### src/r2fft_pkg.sv
`timescale 1ns / 1ps
// Shared types and codes for the radix-2 fixed-point FFT unit.
// Depends on nothing; used by r2fft_bfly and radix2_fixed_point_fft_unit.
package r2fft_pkg;

	// One complex word, real part in the low half.
	typedef struct packed {
		logic signed [31:0] im;
		logic signed [31:0] re;
	} cword_t;

	// Request kinds carried on s_tuser.
	localparam logic [1:0] ACT_TWIDDLE = 2'd0;
	localparam logic [1:0] ACT_SAMPLE  = 2'd1;
	localparam logic [1:0] ACT_RUN     = 2'd2;
	localparam logic [1:0] ACT_READ    = 2'd3;

	// Fixed point format: Q10.
	localparam int unsigned FRAC_BITS = 10;

endpackage

### src/r2fft_bfly.sv
`timescale 1ns / 1ps
// Butterfly arithmetic for the FFT unit: one shared 32x32 multiplier walks
// the eight partial products of e + W*o and e + (-W)*o. Uses r2fft_pkg.
module r2fft_bfly (
	input  logic                  clk,
	input  logic                  arst_n,
	input  logic                  start,
	input  r2fft_pkg::cword_t     e_in,
	input  r2fft_pkg::cword_t     o_in,
	input  r2fft_pkg::cword_t     w_in,
	output logic                  done,
	output r2fft_pkg::cword_t     even,
	output r2fft_pkg::cword_t     odd
);

	r2fft_pkg::cword_t e_q, o_q, w_q;
	logic              run_q;
	logic [2:0]        cnt_q;
	logic              pv_s1;
	logic [2:0]        pidx_s1;
	logic signed [63:0] prod_s1;
	logic signed [31:0] xr_q, xi_q, yr_q, yi_q;
	logic              done_q;

	logic signed [31:0] nwr, nwi, op_a, op_b, t;

	assign nwr = -w_q.re;
	assign nwi = -w_q.im;

	// Products 0..3 use W, 4..7 use the negated W.
	always_comb begin
		case (cnt_q)
			3'd0: begin op_a = w_q.re; op_b = o_q.re; end
			3'd1: begin op_a = w_q.im; op_b = o_q.im; end
			3'd2: begin op_a = w_q.re; op_b = o_q.im; end
			3'd3: begin op_a = w_q.im; op_b = o_q.re; end
			3'd4: begin op_a = nwr;    op_b = o_q.re; end
			3'd5: begin op_a = nwi;    op_b = o_q.im; end
			3'd6: begin op_a = nwr;    op_b = o_q.im; end
			default: begin op_a = nwi; op_b = o_q.re; end
		endcase
	end

	// Arithmetic shift right by the fraction width, low 32 bits kept.
	assign t = prod_s1[r2fft_pkg::FRAC_BITS +: 32];

	always_ff @(posedge clk or negedge arst_n) begin
		if (!arst_n) begin
			run_q  <= 1'b0;
			cnt_q  <= '0;
			pv_s1  <= 1'b0;
			done_q <= 1'b0;
		end else begin
			pv_s1  <= run_q;
			done_q <= pv_s1 && (pidx_s1 == 3'd7);
			if (start) begin
				run_q <= 1'b1;
				cnt_q <= '0;
			end else if (run_q) begin
				cnt_q <= cnt_q + 3'd1;
				if (cnt_q == 3'd7) begin
					run_q <= 1'b0;
				end
			end
		end
	end

	always_ff @(posedge clk) begin
		if (start) begin
			e_q <= e_in;
			o_q <= o_in;
			w_q <= w_in;
		end
		prod_s1 <= op_a * op_b;
		pidx_s1 <= cnt_q;
		if (pv_s1) begin
			case (pidx_s1)
				3'd0: xr_q <= t;
				3'd1: xr_q <= xr_q - t;
				3'd2: xi_q <= t;
				3'd3: xi_q <= xi_q + t;
				3'd4: yr_q <= t;
				3'd5: yr_q <= yr_q - t;
				3'd6: yi_q <= t;
				default: yi_q <= yi_q + t;
			endcase
		end
	end

	assign done    = done_q;
	assign even.re = e_q.re + xr_q;
	assign even.im = e_q.im + xi_q;
	assign odd.re  = e_q.re + yr_q;
	assign odd.im  = e_q.im + yi_q;

endmodule

### config.mk
export PLATFORM = sky130hd
export DESIGN_NAME = r2fft_bfly
export DESIGN_NICKNAME = d
export VERILOG_FILES = /design/src/r2fft_pkg.sv /design/src/r2fft_bfly.sv
export SDC_FILE = /design/constraint.sdc
export NUM_CORES = 2
export LEC_CHECK = 0
export BUFFER_PORTS_ARGS = -buffer_cell sky130_fd_sc_hd__buf_2
export CORE_ASPECT_RATIO = 0.6
export CORE_UTILIZATION = 55
export DETAILED_ROUTE_END_ITERATION = 12
export PLACE_DENSITY = 0.84
export SYNTH_ARGS = -nofsm -noshare
export SYNTH_HDL_FRONTEND = slang
export SYNTH_SLANG_ARGS = --single-unit
### constraint.sdc
create_clock -name clk -period 10.5 [get_ports clk]
set_input_delay 1.575 -clock clk [delete_from_list [all_inputs] [get_ports clk]]
set_output_delay 1.575 -clock clk [all_outputs]
set_load 0.005 [all_outputs]
==> results.md <==
* Status: finished, final reports clean
* Place WS at 130 ps
* CP Capture Type: register
* Htree depth at 2
* Largest cells by area after synthesis: fa_1 28%, edfxtp_1 19%, ha_1 10%
* PnR worst setup slack at 315 ps
* Share of cells above drive strength 1 at 12.0%
* Delay-heaviest family, CP: adder cells
* Top post-synthesis cells by count: 837 x inv_1, 751 x nor2_1, 702 x fa_1, 413 x ha_1, 385 x nand2_1
* HPWL Detailed at 123 mm
* Avg Inst Size Synth at roughly 9.3 um^2
* FF+latch count, synth at 361
* Synth cell types at 72
* Worst slew margin at 20.3%
* Critical Path Start Type: register
* 1st-iter DRT viols at 4,853
* Filler cells at 7,178
* Worst hold path type: reg2reg
* Post-Synthesis Cell Area at 0.0494 mm^2
* Vias in the first global route at 41,387
* Worst Tran Pin Value at 1160 ps
* # Post-CTS Setup Buffers at 0
* Core Rows at 84
* CTS tree: done
* Vias at a little over 40,000
* CP most frequent cell: xnor2_1
* CTS root buffer: clkbuf_16
* P&R area growth vs syn at 10.4%
* N_diodes at 0
* Deepest clock path buffer count at 3
* Synthesized net count at 6,608
* Vias per cell at 5.99
* Max Fclk at 98.2 MHz
* Initial Util at between 50% and 60%
* Setup Viol. Count Final at 0
* Total grt overflow at 0
* Async SR Flop Fraction at 1.66%
* Final WL at 152 mm
* Worst-path fanout max at 11
* Antenna Nets Post-Route at 0
* Clock sinks at 361
* Final min period at 10,190 ps
* Largest net degree at the start of global routing at 78
* Initial antenna violation count at 4
* Max-Cap Viols at 0
* First-pass GRT wire length at 236 mm
* Clk_skew at 36.9 ps
* Wire length per cell at 22.3 um
* Count leader, synth: inv_1
* CP arrival at roughly 11,000 ps
* CP bufs+invs at 5
* Core Util, Final at approximately 62%
* Crit path kind: reg2reg
* Drt drc at 0
* Final period util at between 90% and 100%
* Gpl congestion at 1.03
* DIE AREA at 0.0911 mm^2
* Most used DFF post-synth: edfxtp_1
* # nets final at 6,928
* Largest stage delay, worst path at 660 ps
* Warnings from Yosys at 0
* Post-route cell area at 0.0546 mm^2
* DR pass1 iterations at 6
* Mapped Cells at 5,298
* Ports at 324
* Clock latency on the worst-skew pair at 640 ps
* Critical path required time at 11,020 ps
* Clock Pin Slew Worst Setup and Hold Paths at around 80 ps
* Yosys top cell by area: fa_1
* Fin. Hold Viols at 0
* Slowest cell on crit path: fa_1
* EDFF count, synth at between 300 and 400
* Chip width at 389 um
* Tot GR Track Use at 33.9%
* Top-area cell type share of the netlist area at between 20 and 30%
* Max-slew violations at 0
* Post-DP Area at 0.0530 mm^2
* Inserted Clock Buffers at 41
* Core Region at 0.0883 mm^2
* IO Port Bufs at 323
* Sequential share of the synthesized area at 21.2%
* Die Y at about 230 um
==> per-stage QoR <==
stage,hold WS (ps),setup TNS [ps],instances
after CTS,476,0,6810
after global placement,463,0,6736
after global routing,497,-5.74,6810
after floorplan,413,0,5298
final,476,0,6810
after detailed placement,480,0,6736
==> area by class of cell <==
type / count / area [um^2] / area share (%)
multi-input cells: 3928 / 35400 / 64.9
clock inverters: 27 / 464 / 0.851
flip-flops and latches: 361 / 10500 / 19.2
inverters: 837 / 3140 / 5.76
clock buffers: 47 / 1050 / 1.92
repair buffers: 449 / 2600 / 4.76
well taps: 1161 / 1450 / 2.66
==> what timing repair did <==
item	CTS	global route
setup endpoints to repair	0	7
hold buffers	0	0
resized for setup	0	7
==> routing by layer <==
layer,up-vias,part of all wire (%),global-route usage [%]
li1,17973,-,-
met1,19985,41,48.8
met2,2518,41,48.5
met3,294,15,12.1
met4,4,2.7,8.23
met5,-,0.018,0
==> registers in the layout, summed over array words and instances, names as in the netlist <==
signal and count:
o_q 64, prod_s1 32, w_q 64, cnt_q 3
e_q 64, pv_s1 1, done 1, xr_q 32
run_q 1, xi_q 32, yi_q 32, pidx_s1 3
yr_q 32
==> cell usage in the layout (no fill, tap or decap), types with 41 or more instances in the layout <==
master,count
a21o_1,87
or2_2,77
ha_1,412
fa_1,702
inv_1,837
nor2_1,748
nor3_1,89
buf_4,124
xnor2_1,193
o21a_1,60
a21oi_1,185
edfxtp_1,320
nand2b_1,80
nor2b_1,45
buf_2,322
o21ai_0,217
nand3_1,42
clkbuf_16,41
nand2_1,384
xor2_1,97
==> cell families after synthesis <==
logic type	synth area share [%]
fa+ha+maj	38.9
compound gates	10.6
flops	21.2
mux	1.45
buf+inv	7.66
simple gates	14.8
xor+xnor	5.41
==> path summary, 6_finish.rpt <==
| path | cells after the start | start | slack, ps | to |
|---|---|---|---|---|
| worst min register to register | 0 | cnt_q[1]$_DFFE_PN0P_ | 480 | pidx_s1[1]$_DFF_P_ |
| min in group asynchronous | 1 | arst_n | 800 | pv_s1$_DFF_PN0_ |
| worst max-delay path | 33 | w_q[46]$_DFFE_PP_ | 310 | prod_s1[41]$_DFF_P_ |
| max in group asynchronous | 1 | arst_n | 9470 | cnt_q[0]$_DFFE_PN0P_ |
| worst max register to register | 33 | w_q[46]$_DFFE_PP_ | 310 | prod_s1[41]$_DFF_P_ |
| worst min-delay path | 0 | cnt_q[1]$_DFFE_PN0P_ | 480 | pidx_s1[1]$_DFF_P_ |
Power is left out: the tool's default activity adds up to more than one toggle a clock period on the data nets, which glitch-free logic cannot reach.
